### config.mk
export PLATFORM = sky130hd
export DESIGN_NAME = ultrasonic_echo_ranger_averaging
export DESIGN_NICKNAME = d
export VERILOG_FILES = /design/src/rtl/uera_pkg.sv /design/src/rtl/ultrasonic_echo_ranger_averaging.sv /design/src/rtl/uera_csr.sv /design/src/rtl/uera_ctrl.sv /design/src/rtl/uera_dp.sv
export SDC_FILE = /design/constraint.sdc
export NUM_CORES = 1
export LEC_CHECK = 0
export ABC_AREA = 0
export BUFFER_PORTS_ARGS = -buffer_cell sky130_fd_sc_hd__buf_2
export CORE_MARGIN = 4
export CORE_UTILIZATION = 55
export CTS_CLUSTER_DIAMETER = 40
export DETAILED_ROUTE_END_ITERATION = 12
export PLACE_DENSITY = 0.74
export REMOVE_ABC_BUFFERS = 1
export SKIP_CTS_REPAIR_TIMING = 1
export SLEW_MARGIN = 25
export SYNTH_ARGS = -nofsm -noshare
export SYNTH_HDL_FRONTEND = slang
export SYNTH_HIERARCHICAL = 1
export SYNTH_SLANG_ARGS = --single-unit
### constraint.sdc
create_clock -name clock -period 9.4 [get_ports clock]
set_input_delay 1.88 -clock clock [delete_from_list [all_inputs] [get_ports clock]]
set_output_delay 1.88 -clock clock [all_outputs]
set_load 0.01 [all_outputs]
### src/rtl/uera_pkg.sv
// shared types, register codes and constants for the ultrasonic echo ranger
// used by every rtl module of the ranger; depends on nothing
package uera_pkg;

   // register widths and reset values
   localparam int TRIG_W   = 8;
   localparam int TOUT_W   = 16;
   localparam int BURST_W  = 4;
   localparam int THR_W    = 11;
   localparam int AVG_W    = 16;
   localparam int DIST_W   = 11;
   localparam int SUM_W    = 20;
   localparam int DEN_W    = 6;
   localparam int DIV_BITS = SUM_W;
   localparam int ADDR_W   = 5;
   localparam int DATA_W   = 32;

   localparam logic [TRIG_W-1:0]  TRIGGER_WIDTH_RESET = 8'd10;
   localparam logic [TOUT_W-1:0]  RISE_TIMEOUT_RESET  = 16'd5000;
   localparam logic [TOUT_W-1:0]  ECHO_TIMEOUT_RESET  = 16'd65000;
   localparam logic [BURST_W-1:0] BURST_COUNT_RESET   = 4'd10;
   localparam logic [THR_W-1:0]   THRESHOLD_RESET     = 11'd10;

   localparam logic [DEN_W-1:0] US_PER_CM = 6'd58;

   // division by 58 as a reciprocal multiply, exact for every 16-bit average
   localparam int               RECIP_W     = 17;
   localparam int               RECIP_SHIFT = 22;
   localparam logic [RECIP_W-1:0] CM_RECIP  = 17'd72316;  // ceil(2^22 / 58)

   localparam int TICK_COUNTER_BITS_DEFAULT = 16;

   // register indexes (byte address bits [4:2])
   localparam logic [2:0] REG_TRIGGER_WIDTH = 3'd0;
   localparam logic [2:0] REG_RISE_TIMEOUT  = 3'd1;
   localparam logic [2:0] REG_ECHO_TIMEOUT  = 3'd2;
   localparam logic [2:0] REG_BURST_COUNT   = 3'd3;
   localparam logic [2:0] REG_THRESHOLD     = 3'd4;

   // ranging phase codes
   localparam logic [1:0] PH_IDLE      = 2'd0;
   localparam logic [1:0] PH_TRIGGER   = 2'd1;
   localparam logic [1:0] PH_WAIT_RISE = 2'd2;
   localparam logic [1:0] PH_MEASURE   = 2'd3;

   typedef struct packed {
      logic [TRIG_W-1:0]  trigger_width_us;
      logic [TOUT_W-1:0]  rise_timeout_us;
      logic [TOUT_W-1:0]  echo_timeout_us;
      logic [BURST_W-1:0] burst_count;
      logic [THR_W-1:0]   obstacle_threshold_cm;
   } cfg_type;

   // controller to datapath
   typedef struct packed {
      logic step;       // process the accepted tick word
      logic div_iter;   // one divider step
      logic avg_done;   // keep average
      logic dist_done;  // keep distance and obstacle flag
   } cmd_type;

   // datapath to controller
   typedef struct packed {
      logic store;      // this tick closes a burst with a valid reading
   } status_type;

endpackage

### src/rtl/ultrasonic_echo_ranger_averaging.sv
// top level of the ultrasonic echo ranger with burst averaging
// depends on uera_pkg, uera_csr, uera_ctrl and uera_dp
//
// Each input word is one microsecond tick carrying the enable bit and the sampled
// echo level; each accepted word gives exactly one result word with the trigger
// level for that tick, a store flag and the held average width, distance (average
// divided by 58) and obstacle flag. A tick that does not close a burst has its result
// registered on the accept edge, and the next word can be taken in the cycle the
// result is taken. A tick that closes a burst with at least one valid reading runs
// the one-bit-per-clock divider for 20 steps for the average, then keeps the average,
// then forms the distance by a reciprocal multiply and the obstacle flag; no word is
// taken meanwhile. Registers are written through the apb-style port (byte address
// 4*index) and take effect at once; no clearing pass follows reset.
module ultrasonic_echo_ranger_averaging #(
   parameter int TICK_COUNTER_BITS = uera_pkg::TICK_COUNTER_BITS_DEFAULT
) (
   input  logic                          clock,
   input  logic                          reset,
   // tick words in
   input  logic                          req_valid,
   output logic                          req_ready,
   input  logic                          req_enable,
   input  logic                          req_echo_level,
   // result words out
   output logic                          rsp_valid,
   input  logic                          rsp_ready,
   output logic                          rsp_trigger_level,
   output logic                          rsp_result_valid,
   output logic [uera_pkg::AVG_W-1:0]    rsp_average_us,
   output logic [uera_pkg::DIST_W-1:0]   rsp_distance_cm,
   output logic                          rsp_obstacle,
   // configuration port
   input  logic                          csr_psel,
   input  logic                          csr_penable,
   input  logic                          csr_pwrite,
   input  logic [uera_pkg::ADDR_W-1:0]   csr_paddr,
   input  logic [uera_pkg::DATA_W-1:0]   csr_pwdata,
   output logic [uera_pkg::DATA_W-1:0]   csr_prdata,
   output logic                          csr_pready
);
   import uera_pkg::*;

   cfg_type    cfg;
   cmd_type    cmd;
   status_type status;

   // configuration registers
   uera_csr u_csr (
      .clock       (clock),
      .reset       (reset),
      .csr_psel    (csr_psel),
      .csr_penable (csr_penable),
      .csr_pwrite  (csr_pwrite),
      .csr_paddr   (csr_paddr),
      .csr_pwdata  (csr_pwdata),
      .csr_prdata  (csr_prdata),
      .csr_pready  (csr_pready),
      .cfg         (cfg)
   );

   // handshake and divide sequencing
   uera_ctrl u_ctrl (
      .clock     (clock),
      .reset     (reset),
      .req_valid (req_valid),
      .req_ready (req_ready),
      .rsp_valid (rsp_valid),
      .rsp_ready (rsp_ready),
      .status    (status),
      .cmd       (cmd)
   );

   // ranging datapath
   uera_dp #(
      .TICK_COUNTER_BITS (TICK_COUNTER_BITS)
   ) u_dp (
      .clock             (clock),
      .reset             (reset),
      .cfg               (cfg),
      .cmd               (cmd),
      .status            (status),
      .req_enable        (req_enable),
      .req_echo_level    (req_echo_level),
      .rsp_trigger_level (rsp_trigger_level),
      .rsp_result_valid  (rsp_result_valid),
      .rsp_average_us    (rsp_average_us),
      .rsp_distance_cm   (rsp_distance_cm),
      .rsp_obstacle      (rsp_obstacle)
   );

endmodule

### src/rtl/uera_csr.sv
// configuration registers behind the apb-style port
// depends on uera_pkg for register codes, widths and reset values
module uera_csr (
   input  logic                          clock,
   input  logic                          reset,
   input  logic                          csr_psel,
   input  logic                          csr_penable,
   input  logic                          csr_pwrite,
   input  logic [uera_pkg::ADDR_W-1:0]   csr_paddr,
   input  logic [uera_pkg::DATA_W-1:0]   csr_pwdata,
   output logic [uera_pkg::DATA_W-1:0]   csr_prdata,
   output logic                          csr_pready,
   output uera_pkg::cfg_type             cfg
);
   import uera_pkg::*;

   cfg_type    cfg_ff;
   cfg_type    cfg_in;
   logic [2:0] reg_index;
   logic       wr_en;

   assign reg_index  = csr_paddr[4:2];
   assign wr_en      = csr_psel && csr_penable && csr_pwrite;
   assign csr_pready = 1'b1;
   assign cfg        = cfg_ff;

   // register write decode
   always_comb begin
      cfg_in = cfg_ff;
      if (wr_en) begin
         unique case (reg_index)
            REG_TRIGGER_WIDTH: cfg_in.trigger_width_us      = csr_pwdata[TRIG_W-1:0];
            REG_RISE_TIMEOUT:  cfg_in.rise_timeout_us       = csr_pwdata[TOUT_W-1:0];
            REG_ECHO_TIMEOUT:  cfg_in.echo_timeout_us       = csr_pwdata[TOUT_W-1:0];
            REG_BURST_COUNT:   cfg_in.burst_count           = csr_pwdata[BURST_W-1:0];
            REG_THRESHOLD:     cfg_in.obstacle_threshold_cm = csr_pwdata[THR_W-1:0];
            default: begin
            end
         endcase
      end
   end

   always_ff @(posedge clock) begin
      if (reset) begin
         cfg_ff.trigger_width_us      <= TRIGGER_WIDTH_RESET;
         cfg_ff.rise_timeout_us       <= RISE_TIMEOUT_RESET;
         cfg_ff.echo_timeout_us       <= ECHO_TIMEOUT_RESET;
         cfg_ff.burst_count           <= BURST_COUNT_RESET;
         cfg_ff.obstacle_threshold_cm <= THRESHOLD_RESET;
      end else begin
         cfg_ff <= cfg_in;
      end
   end

   // read mux
   always_comb begin
      unique case (reg_index)
         REG_TRIGGER_WIDTH: csr_prdata = DATA_W'(cfg_ff.trigger_width_us);
         REG_RISE_TIMEOUT:  csr_prdata = DATA_W'(cfg_ff.rise_timeout_us);
         REG_ECHO_TIMEOUT:  csr_prdata = DATA_W'(cfg_ff.echo_timeout_us);
         REG_BURST_COUNT:   csr_prdata = DATA_W'(cfg_ff.burst_count);
         REG_THRESHOLD:     csr_prdata = DATA_W'(cfg_ff.obstacle_threshold_cm);
         default:           csr_prdata = '0;
      endcase
   end

endmodule

### src/rtl/uera_ctrl.sv
// controller: word handshakes and the divide sequence at burst end
// depends on uera_pkg for the command and status structs
module uera_ctrl (
   input  logic                 clock,
   input  logic                 reset,
   input  logic                 req_valid,
   output logic                 req_ready,
   output logic                 rsp_valid,
   input  logic                 rsp_ready,
   input  uera_pkg::status_type status,
   output uera_pkg::cmd_type    cmd
);
   import uera_pkg::*;

   localparam logic [2:0] C_IDLE      = 3'd0;
   localparam logic [2:0] C_DIV_AVG   = 3'd1;
   localparam logic [2:0] C_LOAD_DIST = 3'd2;
   localparam logic [2:0] C_FINISH    = 3'd4;

   localparam int CNT_W = $clog2(DIV_BITS);
   localparam logic [CNT_W-1:0] CNT_LAST = CNT_W'(DIV_BITS - 1);

   logic [2:0]       state_ff, state_in;
   logic [CNT_W-1:0] cnt_ff, cnt_in;
   logic             rsp_valid_ff, rsp_valid_in;
   logic             accept;

   assign req_ready = (state_ff == C_IDLE) && (!rsp_valid_ff || rsp_ready);
   assign accept    = req_valid && req_ready;
   assign rsp_valid = rsp_valid_ff;

   // next state and commands
   always_comb begin
      state_in      = state_ff;
      cnt_in        = cnt_ff;
      cmd           = '0;
      rsp_valid_in  = rsp_valid_ff && !rsp_ready;
      unique case (state_ff)
         C_IDLE: begin
            if (accept) begin
               cmd.step = 1'b1;
               cnt_in   = '0;
               if (status.store) begin
                  state_in     = C_DIV_AVG;
                  rsp_valid_in = 1'b0;
               end else begin
                  rsp_valid_in = 1'b1;
               end
            end
         end
         C_DIV_AVG: begin
            cmd.div_iter = 1'b1;
            cnt_in       = cnt_ff + 1'b1;
            if (cnt_ff == CNT_LAST) begin
               state_in = C_LOAD_DIST;
            end
         end
         C_LOAD_DIST: begin
            cmd.avg_done = 1'b1;
            cnt_in       = '0;
            state_in     = C_FINISH;
         end
         C_FINISH: begin
            cmd.dist_done = 1'b1;
            rsp_valid_in  = 1'b1;
            state_in      = C_IDLE;
         end
         default: begin
            state_in = C_IDLE;
         end
      endcase
   end

   always_ff @(posedge clock) begin
      if (reset) begin
         state_ff     <= C_IDLE;
         cnt_ff       <= '0;
         rsp_valid_ff <= 1'b0;
      end else begin
         state_ff     <= state_in;
         cnt_ff       <= cnt_in;
         rsp_valid_ff <= rsp_valid_in;
      end
   end

   // no word is offered while a burst average is being divided
   a_no_rsp_while_busy: assert property (@(posedge clock) disable iff (reset)
      (state_ff != C_IDLE) |-> !rsp_valid_ff)
      else $error("result word offered during divide");

   // a tick that closes a burst starts the average divide
   a_store_starts_div: assert property (@(posedge clock) disable iff (reset)
      (accept && status.store) |=> (state_ff == C_DIV_AVG))
      else $error("burst end did not start divide");

   // the divide sequence ends by offering its word
   a_finish_offers: assert property (@(posedge clock) disable iff (reset)
      (state_ff == C_FINISH) |=> (rsp_valid_ff && state_ff == C_IDLE))
      else $error("finished divide did not offer a word");

endmodule

### src/rtl/uera_dp.sv
// datapath: ranging phase, burst accumulators, serial divider, held results
// depends on uera_pkg for phase codes, widths and command/status structs
module uera_dp #(
   parameter int TICK_COUNTER_BITS = uera_pkg::TICK_COUNTER_BITS_DEFAULT
) (
   input  logic                          clock,
   input  logic                          reset,
   input  uera_pkg::cfg_type             cfg,
   input  uera_pkg::cmd_type             cmd,
   output uera_pkg::status_type          status,
   input  logic                          req_enable,
   input  logic                          req_echo_level,
   output logic                          rsp_trigger_level,
   output logic                          rsp_result_valid,
   output logic [uera_pkg::AVG_W-1:0]    rsp_average_us,
   output logic [uera_pkg::DIST_W-1:0]   rsp_distance_cm,
   output logic                          rsp_obstacle
);
   import uera_pkg::*;

   localparam int TB    = TICK_COUNTER_BITS;
   localparam int LIM_W = (TB > TOUT_W) ? TB : TOUT_W;
   localparam int PROD_W = AVG_W + RECIP_W;
   localparam logic [TB-1:0]    TICK_ALL = {TB{1'b1}};
   localparam logic [LIM_W-1:0] TICK_MAX = LIM_W'(TICK_ALL);

   // ranging state
   logic [1:0]         phase_ff, phase_in;
   logic [TB-1:0]      ticks_ff, ticks_in;
   logic [BURST_W-1:0] index_ff, index_in;
   logic [SUM_W-1:0]   sum_ff, sum_in;
   logic [BURST_W-1:0] count_ff, count_in;

   // held results and output word
   logic [AVG_W-1:0]   average_ff;
   logic [DIST_W-1:0]  distance_ff;
   logic               obstacle_ff;
   logic               trig_ff;
   logic               stored_ff;

   // serial divider
   logic [DIV_BITS-1:0] div_quo_ff;
   logic [DEN_W-1:0]    div_rem_ff;
   logic [DEN_W-1:0]    div_den_ff;
   logic [DEN_W:0]      div_trial;
   logic [DEN_W:0]      div_diff;
   logic                div_ge;

   // distance by reciprocal multiply
   logic [PROD_W-1:0]  dist_prod;
   logic [DIST_W-1:0]  dist_q;

   // tick step signals
   logic               trig;
   logic               fin;
   logic               fin_valid;
   logic [AVG_W-1:0]   fin_width;
   logic               store;
   logic [SUM_W-1:0]   burst_sum;
   logic [BURST_W-1:0] burst_cnt;
   logic [BURST_W-1:0] need;
   logic [TB-1:0]      ticks_sat;
   logic [LIM_W-1:0]   ticks_ext;
   logic [LIM_W-1:0]   lim_trig, lim_rise, lim_echo;

   function automatic logic [LIM_W-1:0] limit_of(input logic [LIM_W-1:0] t);
      return (t < TICK_MAX) ? t : TICK_MAX;
   endfunction

   assign lim_trig = limit_of(LIM_W'(cfg.trigger_width_us));
   assign lim_rise = limit_of(LIM_W'(cfg.rise_timeout_us));
   assign lim_echo = limit_of(LIM_W'(cfg.echo_timeout_us));
   assign need     = (cfg.burst_count == '0) ? BURST_W'(1) : cfg.burst_count;

   // one tick of the ranging sequence
   always_comb begin
      phase_in  = phase_ff;
      ticks_in  = ticks_ff;
      index_in  = index_ff;
      sum_in    = sum_ff;
      count_in  = count_ff;
      trig      = 1'b0;
      fin       = 1'b0;
      fin_valid = 1'b0;
      fin_width = '0;
      store     = 1'b0;
      burst_sum = '0;
      burst_cnt = '0;
      // burst start
      if (phase_in == PH_IDLE && req_enable) begin
         index_in = '0;
         sum_in   = '0;
         count_in = '0;
         phase_in = PH_TRIGGER;
         ticks_in = '0;
      end
      ticks_sat = (ticks_in == TICK_ALL) ? ticks_in : ticks_in + 1'b1;
      ticks_ext = LIM_W'(ticks_in);
      unique case (phase_in)
         PH_IDLE: begin
         end
         PH_TRIGGER: begin
            trig     = 1'b1;
            ticks_in = ticks_sat;
            if (LIM_W'(ticks_sat) >= lim_trig) begin
               phase_in = PH_WAIT_RISE;
               ticks_in = '0;
            end
         end
         PH_WAIT_RISE: begin
            if (req_echo_level) begin
               phase_in = PH_MEASURE;
               ticks_in = TB'(1);
               if (lim_echo <= LIM_W'(1)) begin
                  fin       = 1'b1;
                  fin_valid = 1'b1;
                  fin_width = cfg.echo_timeout_us;
               end
            end else begin
               ticks_in = ticks_sat;
               if (LIM_W'(ticks_sat) >= lim_rise) begin
                  fin = 1'b1;
               end
            end
         end
         PH_MEASURE: begin
            if (!req_echo_level) begin
               fin       = 1'b1;
               fin_valid = 1'b1;
               fin_width = ticks_ext[AVG_W-1:0];
            end else begin
               ticks_in = ticks_sat;
               if (LIM_W'(ticks_sat) >= lim_echo) begin
                  fin       = 1'b1;
                  fin_valid = 1'b1;
                  fin_width = cfg.echo_timeout_us;
               end
            end
         end
         default: begin
         end
      endcase
      // end of one reading
      if (fin) begin
         if (fin_valid) begin
            sum_in   = sum_in + SUM_W'(fin_width);
            count_in = count_in + 1'b1;
         end
         index_in = index_in + 1'b1;
         ticks_in = '0;
         if (index_in >= need) begin
            store     = (count_in != '0);
            burst_sum = sum_in;
            burst_cnt = count_in;
            index_in  = '0;
            sum_in    = '0;
            count_in  = '0;
            phase_in  = req_enable ? PH_TRIGGER : PH_IDLE;
         end else begin
            phase_in = PH_TRIGGER;
         end
      end
   end

   assign status.store = store;

   // ranging state registers
   always_ff @(posedge clock) begin
      if (reset) begin
         phase_ff <= PH_IDLE;
         ticks_ff <= '0;
         index_ff <= '0;
         sum_ff   <= '0;
         count_ff <= '0;
      end else if (cmd.step) begin
         phase_ff <= phase_in;
         ticks_ff <= ticks_in;
         index_ff <= index_in;
         sum_ff   <= sum_in;
         count_ff <= count_in;
      end
   end

   // per-word trigger level and store flag
   always_ff @(posedge clock) begin
      if (cmd.step) begin
         trig_ff   <= trig;
         stored_ff <= store;
      end
   end

   // restoring divider step, one quotient bit per cycle
   assign div_trial = {div_rem_ff, div_quo_ff[DIV_BITS-1]};
   assign div_ge    = div_trial >= {1'b0, div_den_ff};
   assign div_diff  = div_trial - {1'b0, div_den_ff};

   always_ff @(posedge clock) begin
      if (reset) begin
         div_rem_ff <= '0;
         div_den_ff <= DEN_W'(1);
      end else if (cmd.step && store) begin
         div_quo_ff <= burst_sum;
         div_den_ff <= DEN_W'(burst_cnt);
         div_rem_ff <= '0;
      end else if (cmd.div_iter) begin
         div_quo_ff <= {div_quo_ff[DIV_BITS-2:0], div_ge};
         div_rem_ff <= div_ge ? div_diff[DEN_W-1:0] : div_trial[DEN_W-1:0];
      end
   end

   // distance in cm from the held average
   assign dist_prod = PROD_W'(average_ff) * PROD_W'(CM_RECIP);
   assign dist_q    = dist_prod[RECIP_SHIFT +: DIST_W];

   // held average, distance and obstacle flag
   always_ff @(posedge clock) begin
      if (reset) begin
         average_ff  <= '0;
         distance_ff <= '0;
         obstacle_ff <= 1'b0;
      end else begin
         if (cmd.avg_done) begin
            average_ff <= div_quo_ff[AVG_W-1:0];
         end
         if (cmd.dist_done) begin
            distance_ff <= dist_q;
            obstacle_ff <= dist_q < cfg.obstacle_threshold_cm;
         end
      end
   end

   assign rsp_trigger_level = trig_ff;
   assign rsp_result_valid  = stored_ff;
   assign rsp_average_us    = average_ff;
   assign rsp_distance_cm   = distance_ff;
   assign rsp_obstacle      = obstacle_ff;

   // divider remainder always stays below its divisor
   a_rem_below_den: assert property (@(posedge clock) disable iff (reset)
      div_rem_ff < div_den_ff)
      else $error("divider remainder not below divisor");

   // a tick handled in the trigger phase drives the trigger high
   a_trigger_high: assert property (@(posedge clock) disable iff (reset)
      (cmd.step && phase_ff == PH_TRIGGER) |=> trig_ff)
      else $error("trigger low during trigger phase");

endmodule

**Word level (Yosys, flattened, before mapping)**

Index checks and enable logic that the tools add are counted.

- Register bits after elaboration: 170
- Output and inout port bits: 65
- Bits of input ports: 46
- Word-level logic and storage cells: 146

- Add/sub/neg operators: 6
- Mux-type cells: 67
- Multiply operators: 1
- Reductions and logical operators: 26
- Bitwise gates (word level): 1
- Eq/ne operators: 15
- $lt $le $gt $ge: 9

Operators by type and width:

| cell | count |
|---|---|
| 16-bit two-way mux | 12 |
| 20-bit two-way mux | 8 |
| 16-bit case mux with 5 select lines | 1 |
| 16-bit case mux with 3 select lines | 1 |
| 4-bit two-way mux | 11 |
| 16-bit greater-or-equal comparator | 2 |
| 16-bit < comparator (second input constant) | 2 |
| 16-bit case mux with 2 select lines | 1 |
| 16-bit by 15-bit multiplier with 31-bit output (second input constant) | 1 |
| 20-bit by 16-bit adder with 20-bit output | 1 |
| 1-bit two-way mux | 17 |
| 16-bit by 1-bit adder with 16-bit output (second input constant) | 1 |
| 16-bit equality test (second input constant) | 1 |
| 16-bit by 8-bit greater-or-equal comparator with 1-bit output | 1 |
| 16-bit by 1-bit less-or-equal comparator with 1-bit output (second input constant) | 1 |
| 5-bit case mux with 3 select lines | 1 |
| 2-bit AND reduction | 7 |
| 11-bit < comparator | 1 |
| 2-bit two-way mux | 5 |
| 3-bit by 2-bit equality test with 1-bit output (second input constant) | 3 |
| 3-bit two-way mux | 3 |
| 3-bit case mux with 3 select lines | 1 |
| 4-bit by 1-bit adder with 4-bit output (second input constant) | 2 |
| 7-bit by 4-bit greater-or-equal comparator with 1-bit output | 1 |
| other kinds (25) | 40 |

**Depth between registers and ports, before layout**

Gate-level depths: netlist (run 1).

- Word-level depth: 17
- Gate-level depth with buffers: 37
- Depth with buffers taken out: 32

**Hierarchy**

The synthesis (run 1) kept the hierarchy.

Modules (own cells, without submodules):

| module | cells an instance | sequential area each (um2) | instances | area each (um2) |
|---|---|---|---|---|
| uera_dp | 1431 | 2342.2 | 1 | 12216.7 |
| uera_csr | 291 | 1101.1 | 1 | 2791.4 |
| uera_ctrl | 55 | 180.2 | 1 | 514.2 |

**Worst setup path after synthesis (run 1)**

OpenSTA, ideal clock, no wires.

- Path type: input port to flip-flop
- Start point: input port req_enable
- End point: register u_dp.div_quo_ff[19], data pin
- Cell stages on the path: 34
- Buffers on the path: 5
- Setup slack: 1.031 ns
- Arrival time: 8.109 ns
- Data required time: 9.140 ns
- Library setup time: 0.260 ns
- Cells stage by stage: or3b_1 buf_6 clkbuf_1 clkbuf_1 nand2_1 inv_1 ha_1 nand4_1 and3b_1 a311oi_4 buf_6 nand2_1 nor2_1 xnor2_1 nor2_1 ha_1 a21o_1 a21o_1 a221o_1 nand2_1 o211ai_1 clkbuf_1 a31oi_1 nor2_1 ha_1 a21o_1 a21oi_1 o21ai_0 a41oi_1 o311ai_0 a21oi_1 nor2_1 xor2_1 mux2_2

- Longest elaborated chain between the ends: 15
- Elaborated cells on any way between the ends: 36
- Those cells by class: 4 x add/sub; 3 x order compare; 3 x eq/ne; 23 x mux; 3 x reduce/logical

RTL lines:

| item | RTL line | RTL |
|---|---|---|
| start: declaration | ultrasonic_echo_ranger_averaging.sv:22 | `input logic req_enable,` |
| 1-bit logical AND * | uera_dp.sv:90 | `if (phase_in == PH_IDLE && req_enable) begin` |
| parallel branches: the longest is 13 deep, another holds 20-bit by 16-bit adder with 20-bit output | - |  |
| 20-bit two-way mux * | uera_dp.sv:201 | `end else if (cmd.step && store) begin` |
| end signal: assignment | uera_dp.sv:202 | `div_quo_ff <= burst_sum;` |
| end signal: assignment | uera_dp.sv:206 | `div_quo_ff <= {div_quo_ff[DIV_BITS-2:0], div_ge};` |
| end: declaration | uera_dp.sv:42 | `logic [DIV_BITS-1:0] div_quo_ff;` |

Every way passes the cells marked *. The select of a mux whose other input is x is not followed.
A chain may end at the register's enable or synchronous reset.

**Worst setup path after layout (run 1)**

- Start point: input port req_enable
- End point: register u_dp.sum_ff[18]

- Longest elaborated chain between the ends: 12
- Elaborated cells on any way between the ends: 27
- Those cells by class: 3 x add/sub; 3 x order compare; 3 x eq/ne; 17 x mux; 1 x reduce/logical

RTL lines:

| item | RTL line | RTL |
|---|---|---|
| 1-bit logical AND * | uera_dp.sv:90 |  |
| 16-bit two-way mux | uera_dp.sv:90 |  |
| 16-bit by 1-bit adder with 16-bit output or 16-bit equality test (tied branches) | uera_dp.sv:97 | `ticks_sat = (ticks_in == TICK_ALL) ? ticks_in : ticks_in + 1'b1;` |
| 16-bit two-way mux | uera_dp.sv:97 |  |
| 16-bit greater-or-equal comparator | uera_dp.sv:133 | `if (LIM_W'(ticks_sat) >= lim_echo) begin` |
| 16-bit two-way mux | uera_dp.sv:133 |  |
| 16-bit two-way mux | uera_dp.sv:127 | `if (!req_echo_level) begin` |
| 16-bit case mux with 2 select lines | uera_dp.sv:99 | `unique case (phase_in)` |
| 20-bit by 16-bit adder with 20-bit output | uera_dp.sv:146 | `sum_in = sum_in + SUM_W'(fin_width);` |
| 20-bit two-way mux | uera_dp.sv:145 | `if (fin_valid) begin` |
| 20-bit two-way mux | uera_dp.sv:151 | `if (index_in >= need) begin` |
| 20-bit two-way mux * | uera_dp.sv:144 | `if (fin) begin` |
| end signal: assignment | uera_dp.sv:179 | `sum_ff <= sum_in;` |
| end: declaration | uera_dp.sv:31 | `logic [SUM_W-1:0] sum_ff, sum_in;` |

Every way passes the cells marked *; elsewhere a longest branch is shown, timed or not.

==> results of run 1 <==
flip-flops by register name, summed over array words and instances, names as in the netlist:
register                count
u_dp/div_quo_ff            20
u_dp/rsp_result_valid       1
u_dp/sum_ff                20
u_dp/count_ff               4
u_dp/rsp_distance_cm       11
u_csr/cfg                  55
u_ctrl/cnt_ff               5
u_ctrl/rsp_valid            1
u_dp/phase_ff               2
u_dp/rsp_average_us        16
u_dp/ticks_ff              16
u_dp/rsp_obstacle           1
u_dp/div_rem_ff             6
u_dp/rsp_trigger_level      1
u_dp/index_ff               4
u_ctrl/state_ff             3
u_dp/div_den_ff             4
cell type report:
type                       instances  area [um^2]  area share (%)
inverter                         228          856            5.15
tap                              378          473            2.85
clock inverter                    14          131           0.791
sequential                       170         3620            21.8
timing repair buffer              95          528            3.18
multi-input combinational       1290        10600            63.6
clock buffer                      18          439            2.64
path summary, 6_finish.rpt:
check	from	endpoint
hold / removal	u_dp/div_den_ff[2]$_SDFFE_PP0P_	u_dp/div_den_ff[2]$_SDFFE_PP0P_
hold reg to reg	u_dp/div_den_ff[2]$_SDFFE_PP0P_	u_dp/div_den_ff[2]$_SDFFE_PP0P_
setup reg to reg	u_dp/rsp_average_us[13]$_SDFFE_PP0P_	u_dp/rsp_obstacle$_SDFFE_PP0P_
setup / recovery	req_enable	u_dp/sum_ff[18]$_SDFFE_PP0P_
kinds of logic after synthesis:
kind of cell,after synthesis,share of synthesized area [%]
AND/OR/NAND/NOR,531,17.2
buffers and inverters,332,9.09
AO/OA/AOI/OAI,315,14.3
adder cells (fa/ha/maj),287,27.3
flip-flops,170,23.3
multiplexers,89,5.80
XOR/XNOR,51,2.88
other,2,0.0484
routing by layer:
| metal | track usage (%) | routed length [um] | up-vias |
|---|---|---|---|
| met3 | 3.17 | 2050 | 78 |
| met2 | 44.2 | 19000 | 434 |
| li1 | - | - | 6106 |
| met1 | 32.1 | 16600 | 6152 |
| met5 | 0 | 13 | - |
| met4 | 7.80 | 1110 | 2 |
placed cells by master (no fill, tap or decap), drive strengths merged, types with 6 or more instances in the layout:
cell type and count:
edfxtp 22, buf 95, mux2 8, a22oi 34, and2 30, ha 196
a21o 30, or3 6, and4 6, a31oi 15, nor2 168, xor2 26
o21a 8, inv 237, a211o 10, mux2i 81, nor4 9, nand2 112
fa 88, a211oi 12, clkbuf 18, o211ai 6, o21ai 60, o22ai 10
dfxtp 148, nand2b 69, nand3b 6, nor2b 16, and3 24, nor3 15
xnor2 25, nand3 30, a21oi 60, conb 17, a311oi 10, nand4 21
per-stage QoR:
stage | cell area, um^2 | setup TNS, ps | total power [W]
2_1_floorplan | 15000 | -32890 | 0.000833
3_3_place_gp | 16000 | 0 | 0.000889
3_5_place_dp | 16000 | 0 | 0.000892
4_1_cts | 16600 | 0 | 0.00158
5_1_grt | 16600 | 0 | 0.00162
6_report | 16600 | 0 | 0.00157
worst reg2reg max path: cells and delay by family, from the launching register on:
family / cells / cell delay (ps)
adders and majority gates: 8 / 3600
AOI/OAI and AO/OA: 10 / 2620
DFF: 1 / 650
and+or+nand+nor: 4 / 630
xor gates and xnor gates: 1 / 320
buffers and inverters: 2 / 130
power groups by stage:
stage	Clock, W	Combinational, W	Sequential, W
after floorplan	0	0.0000717	0.000761
after global placement	0	0.000129	0.000759
after detailed placement	0	0.000132	0.000760
after CTS	0.000705	0.000132	0.000743
after global routing	0.000731	0.000146	0.000743
final	0.000693	0.000135	0.000743
==> summary.txt, run 1 <==
Post-DP HPWL -> 29400 um
DR pass1 iterations -> 6
Post-synth top area cell -> dfxtp_1
Worst path bufs/invs -> 3
Die height -> 176 um
Hold Crit Depth -> 2
Leak -> 8.27 nW
Status -> completed
Sequential Power Share -> 47.3%
Critical path depth -> 31
Top cell type's share of synthesized area -> 19.1%
Final hold slack -> 456 ps
Full die area -> 31000 um^2
Sw frac -> 27.5%
CTS root buffer -> clkbuf_16
Post-synth top cells -> inv_1 (228), ha_1 (196), nor2_1 (166)
WL/cell -> 17.7 um
1st-iter DRT viols -> 994
Max Freq -> 0.112 GHz
Logic pwr share -> 8.6%
RSZ-0062 raised after global routing -> no
Initial Util -> 55.9%
P per Cell Area -> 94.5 nW/um^2
Hold Path Class -> reg2reg
Sequential-to-total area share from yosys stat -> 23.3%
Largest net degree at the start of global routing -> 88
Vias in the first global route -> 12600
Synth Register Bits -> 170
Number of core rows -> 61
Final hold vios -> 0
NetSw -> 0.000431 W
Non-filler cells, final -> 2193
Final WL -> 38700 um
Worst Path Arrival -> 9310 ps
Core region area -> 27800 um^2
Clock Sink Count -> 170
Least-Margin Pin Slew -> 1020 ps
Worst Setup End Kind -> register
Cells after Synth -> 1777
Worst skew pair latency -> 440 ps
Fillers -> 2469
Clock tree buffer depth -> 2
P_int -> 0.00114 W
Period Utilization, post-route -> 95.1%
GRT overflow -> 0
Clock skew -> 13.8 ps
CP Launch Type -> input pin
R2r setup slk -> 1380 ps
Crit path kind -> in2reg
Clk pin slew, worst setup/hold paths -> 70 ps
Clock Power Share -> 44.1%
Worst IR drop on VDD -> 0.112 mV
Vias -> 12800
Antenna cells -> 0
Vias per inst -> 5.82
Most used cell, CP -> ha_1
Main area contributors after synthesis -> dfxtp_1 (19%), ha_1 (16%), fa_1 (11%), inv_1 (5.5%), mux2i_1 (5.2%)
CP Max Fanout -> 5
Die width -> 176 um
Fin nets -> 2132
Area grow syn2layout -> 7.03%
Io pins -> 111
Number of flops mapped to enable cells by yosys -> 22
Synth unique cells -> 90
Post-Place Worst Slack -> 249 ps
Top-count cell post-synth -> inv_1
Worst-case reg-to-reg path depth -> 25
Slew Limit Fails -> 0
Global-route wire length before repair -> 63500 um
GRT Total Usage -> 25.0%
H-tree depth -> 4
RD Place Congestion -> 0.941
Ys async rst share -> 0%
Max_slew headroom -> 31.6%
Final Critical Period -> 8940 ps
Cell Area, Synth -> 15500 um^2
Max-Cap Viols -> 0
Drt drc -> 0
Slowest Stage Delay on Critical Path -> 630 ps
Yosys Warn Count -> 6
Delay-heaviest family, CP -> simple AND/OR/NAND/NOR gates
Placed insts -> 2161
Share of cells above drive strength 1 -> 9.26%
DRT antenna net count -> 0
Main synth FF type -> dfxtp_1
CP max-delay cell -> o31ai_1
Final number of setup-violating endpoints -> 0
Syn Area/Cell -> 8.74 um^2
Final Worst Setup Slack -> 465 ps
Number of buffers created by CTS -> 17
Antenna violations before repair -> 1
Core Util, Final -> 59.8%
Required @ worst endpoint -> 9770 ps
I/O Buffers -> 75
CTS tree -> done
Power figures use the tool's default switching activity.
==> run 2: changes to the inputs <==
--- a/config.mk
+++ b/config.mk
@@ -6,12 +6,12 @@
 export NUM_CORES = 1
 export LEC_CHECK = 0
 export ABC_AREA = 0
-export BUFFER_PORTS_ARGS = -buffer_cell sky130_fd_sc_hd__buf_2
 export CORE_MARGIN = 4
 export CORE_UTILIZATION = 55
 export CTS_CLUSTER_DIAMETER = 40
 export DETAILED_ROUTE_END_ITERATION = 12
-export PLACE_DENSITY = 0.74
+export DONT_BUFFER_PORTS = 1
+export PLACE_DENSITY = 0.7
 export REMOVE_ABC_BUFFERS = 1
 export SKIP_CTS_REPAIR_TIMING = 1
 export SLEW_MARGIN = 25
==> constraint.sdc (replaced) <==
create_clock -name clock -period 8.55 [get_ports clock]
set_input_delay 1.71 -clock clock [delete_from_list [all_inputs] [get_ports clock]]
set_output_delay 1.71 -clock clock [all_outputs]
set_load 0.01 [all_outputs]
==> summary.txt, run 2 (synthesis results as in run 1) <==
Share of cells above drive strength 1 -> 5.67%
Total negative setup slack -> 0 ps
1st-iter DRT viols -> 719
Sequential Power Share -> 47.9%
Area grow syn2layout -> 5.03%
Most frequent cells in the layout -> inv_1 (228), ha_1 (196), nor2_1 (165)
Final Critical Period -> 8010 ps
Reg2reg start -> u_dp/rsp_average_us[14]$_SDFFE_PP0P_
R2r setup slk -> 720 ps
Max_slew headroom -> 27.6%
Full die area -> 31000 um^2
RSZ-0062 raised after global routing -> no
Clock Power Share -> 45.1%
Total Power -> 0.00171 W
Die width -> 176 um
Initial Util -> 55.9%
Clock tree buffer depth -> 2
Worst IR drop on VDD -> 0.107 mV
Most used cell, CP -> nor2_1
Global-route wire length before repair -> 62100 um
Slowest Stage Delay on Critical Path -> 400 ps
Leak -> 7.95 nW
Largest net degree at the start of global routing -> 161
Antenna cells -> 0
CP Launch Type -> input pin
Period Utilization, post-route -> 93.7%
Logic pwr share -> 7.0%
Worst-case reg-to-reg path depth -> 25
Least-Margin Pin Slew -> 1080 ps
P_int -> 0.00128 W
Vias in the first global route -> 12100
Max Freq -> 0.125 GHz
Final WL -> 37900 um
DRT antenna net count -> 0
I/O Buffers -> 0
Multi-input logic area -> 10600 um^2
CTS tree -> done
Final number of setup-violating endpoints -> 0
CP max-delay cell -> or3b_1
DR pass1 iterations -> 5
Core region area -> 27800 um^2
P per Cell Area -> 105 nW/um^2
Hold Path Class -> reg2reg
H-tree depth -> 4
Fillers -> 2495
Clock skew -> 16.5 ps
CTS root buffer -> clkbuf_16
Io pins -> 111
Worst skew pair latency -> 430 ps
RD Place Congestion -> 0.936
Crit path kind -> in2reg
Max-Cap Viols -> 0
CP Max Fanout -> 10
Non-filler cells, final -> 2125
Number of buffers created by CTS -> 17
Worst path bufs/invs -> 2
Status -> completed
Vias -> 12200
GRT overflow -> 0
Worst Path Arrival -> 8190 ps
Clk pin slew, worst setup/hold paths -> 70 ps
Drt drc -> 0
Sw frac -> 25.1%
WL/cell -> 17.9 um
GRT Total Usage -> 24.6%
Required @ worst endpoint -> 8730 ps
Slew Limit Fails -> 0
Crit path to -> u_dp/div_quo_ff[19]$_DFFE_PP_
FF-to-FF End -> u_dp/rsp_obstacle$_SDFFE_PP0P_
Final hold vios -> 0
NetSw -> 0.000429 W
Post-DP HPWL -> 29100 um
Antenna violations before repair -> 0
Delay-heaviest family, CP -> compound AO/OA/AOI/OAI gates
Vias per inst -> 5.73
Clock Sink Count -> 170
Fin nets -> 2064
Critical path depth -> 32
Worst Setup End Kind -> register
Placed insts -> 2093
Largest register FFs -> 55
Setup crit start -> req_enable
Die height -> 176 um
FF/Latch Area -> 3620 um^2
Most common cell after layout, fill and taps aside -> inv_1
Number of core rows -> 61
[run 2: changes by cell type in the layout (fill, tap and decap cells not counted), sizes merged]
cell    before  now
bufinv       0    1
buf         95   27
clkbuf      18   20
inv        237  234
[run 2: layout make-up]
type	count	share of cell area, %
Tap cell	378	2.90
Sequential cell	170	22.2
Inverter	228	5.25
Multi-Input combinational cell	1290	64.8
Timing Repair Buffer	27	1.27
Clock inverter	12	0.767
Clock buffer	20	2.81
[run 2: stage by stage]
stage / hold WS, ps / utilization [%] / instance area [um^2] / setup slack, ps
3_5_place_dp: 444 / 56.5 / 15700 / 145
4_1_cts: 454 / 58.6 / 16300 / 524
2_1_floorplan: 426 / - / 15000 / -1710
3_3_place_gp: 439 / 56.5 / 15700 / 258
6_report: 456 / 58.7 / 16300 / 540
5_1_grt: 483 / 58.7 / 16300 / 144
[run 2: worst min-delay path, cell delays in order (launching register included)]
cell and delay, ps:
dfxtp_1 310, nand2_1 50, a21oi_1 50
[run 2: per-layer routing]
| layer | up-vias | GRT usage (%) | share of wire [%] |
|---|---|---|---|
| li1 | 5975 | - | - |
| met1 | 5867 | 31.3 | 44 |
| met2 | 277 | 43.4 | 50 |
| met3 | 61 | 3.88 | 4.6 |
| met4 | 0 | 6.86 | 2.3 |
| met5 | - | 0 | 0 |
[run 2: how the worst min path moves through the flow]
stage | startpoint | endpoint | slack (ps) | cells past startpoint
3_3_place_gp | u_dp/div_den_ff[2]$_SDFFE_PP0P_ | u_dp/div_den_ff[2]$_SDFFE_PP0P_ | 440 | 2
5_1_grt | u_dp/div_den_ff[2]$_SDFFE_PP0P_ | u_dp/div_den_ff[2]$_SDFFE_PP0P_ | 480 | 2
4_1_cts | u_dp/div_den_ff[3]$_SDFFE_PP0P_ | u_dp/div_den_ff[3]$_SDFFE_PP0P_ | 450 | 2
3_5_place_dp | u_dp/div_den_ff[3]$_SDFFE_PP0P_ | u_dp/div_den_ff[3]$_SDFFE_PP0P_ | 440 | 2
2_1_floorplan | u_dp/div_den_ff[2]$_SDFFE_PP0P_ | u_dp/div_den_ff[2]$_SDFFE_PP0P_ | 430 | 2
6_report | u_dp/div_den_ff[3]$_SDFFE_PP0P_ | u_dp/div_den_ff[3]$_SDFFE_PP0P_ | 460 | 2
[run 2: power by group through the flow]
stage / clock, W / sequential (W) / combinational [W]
after detailed placement: 0 / 0.000836 / 0.000117
after CTS: 0.000785 / 0.000818 / 0.000117
after global placement: 0 / 0.000836 / 0.000115
final: 0.000770 / 0.000818 / 0.000120
after floorplan: 0 / 0.000836 / 0.0000788
after global routing: 0.000816 / 0.000818 / 0.000129
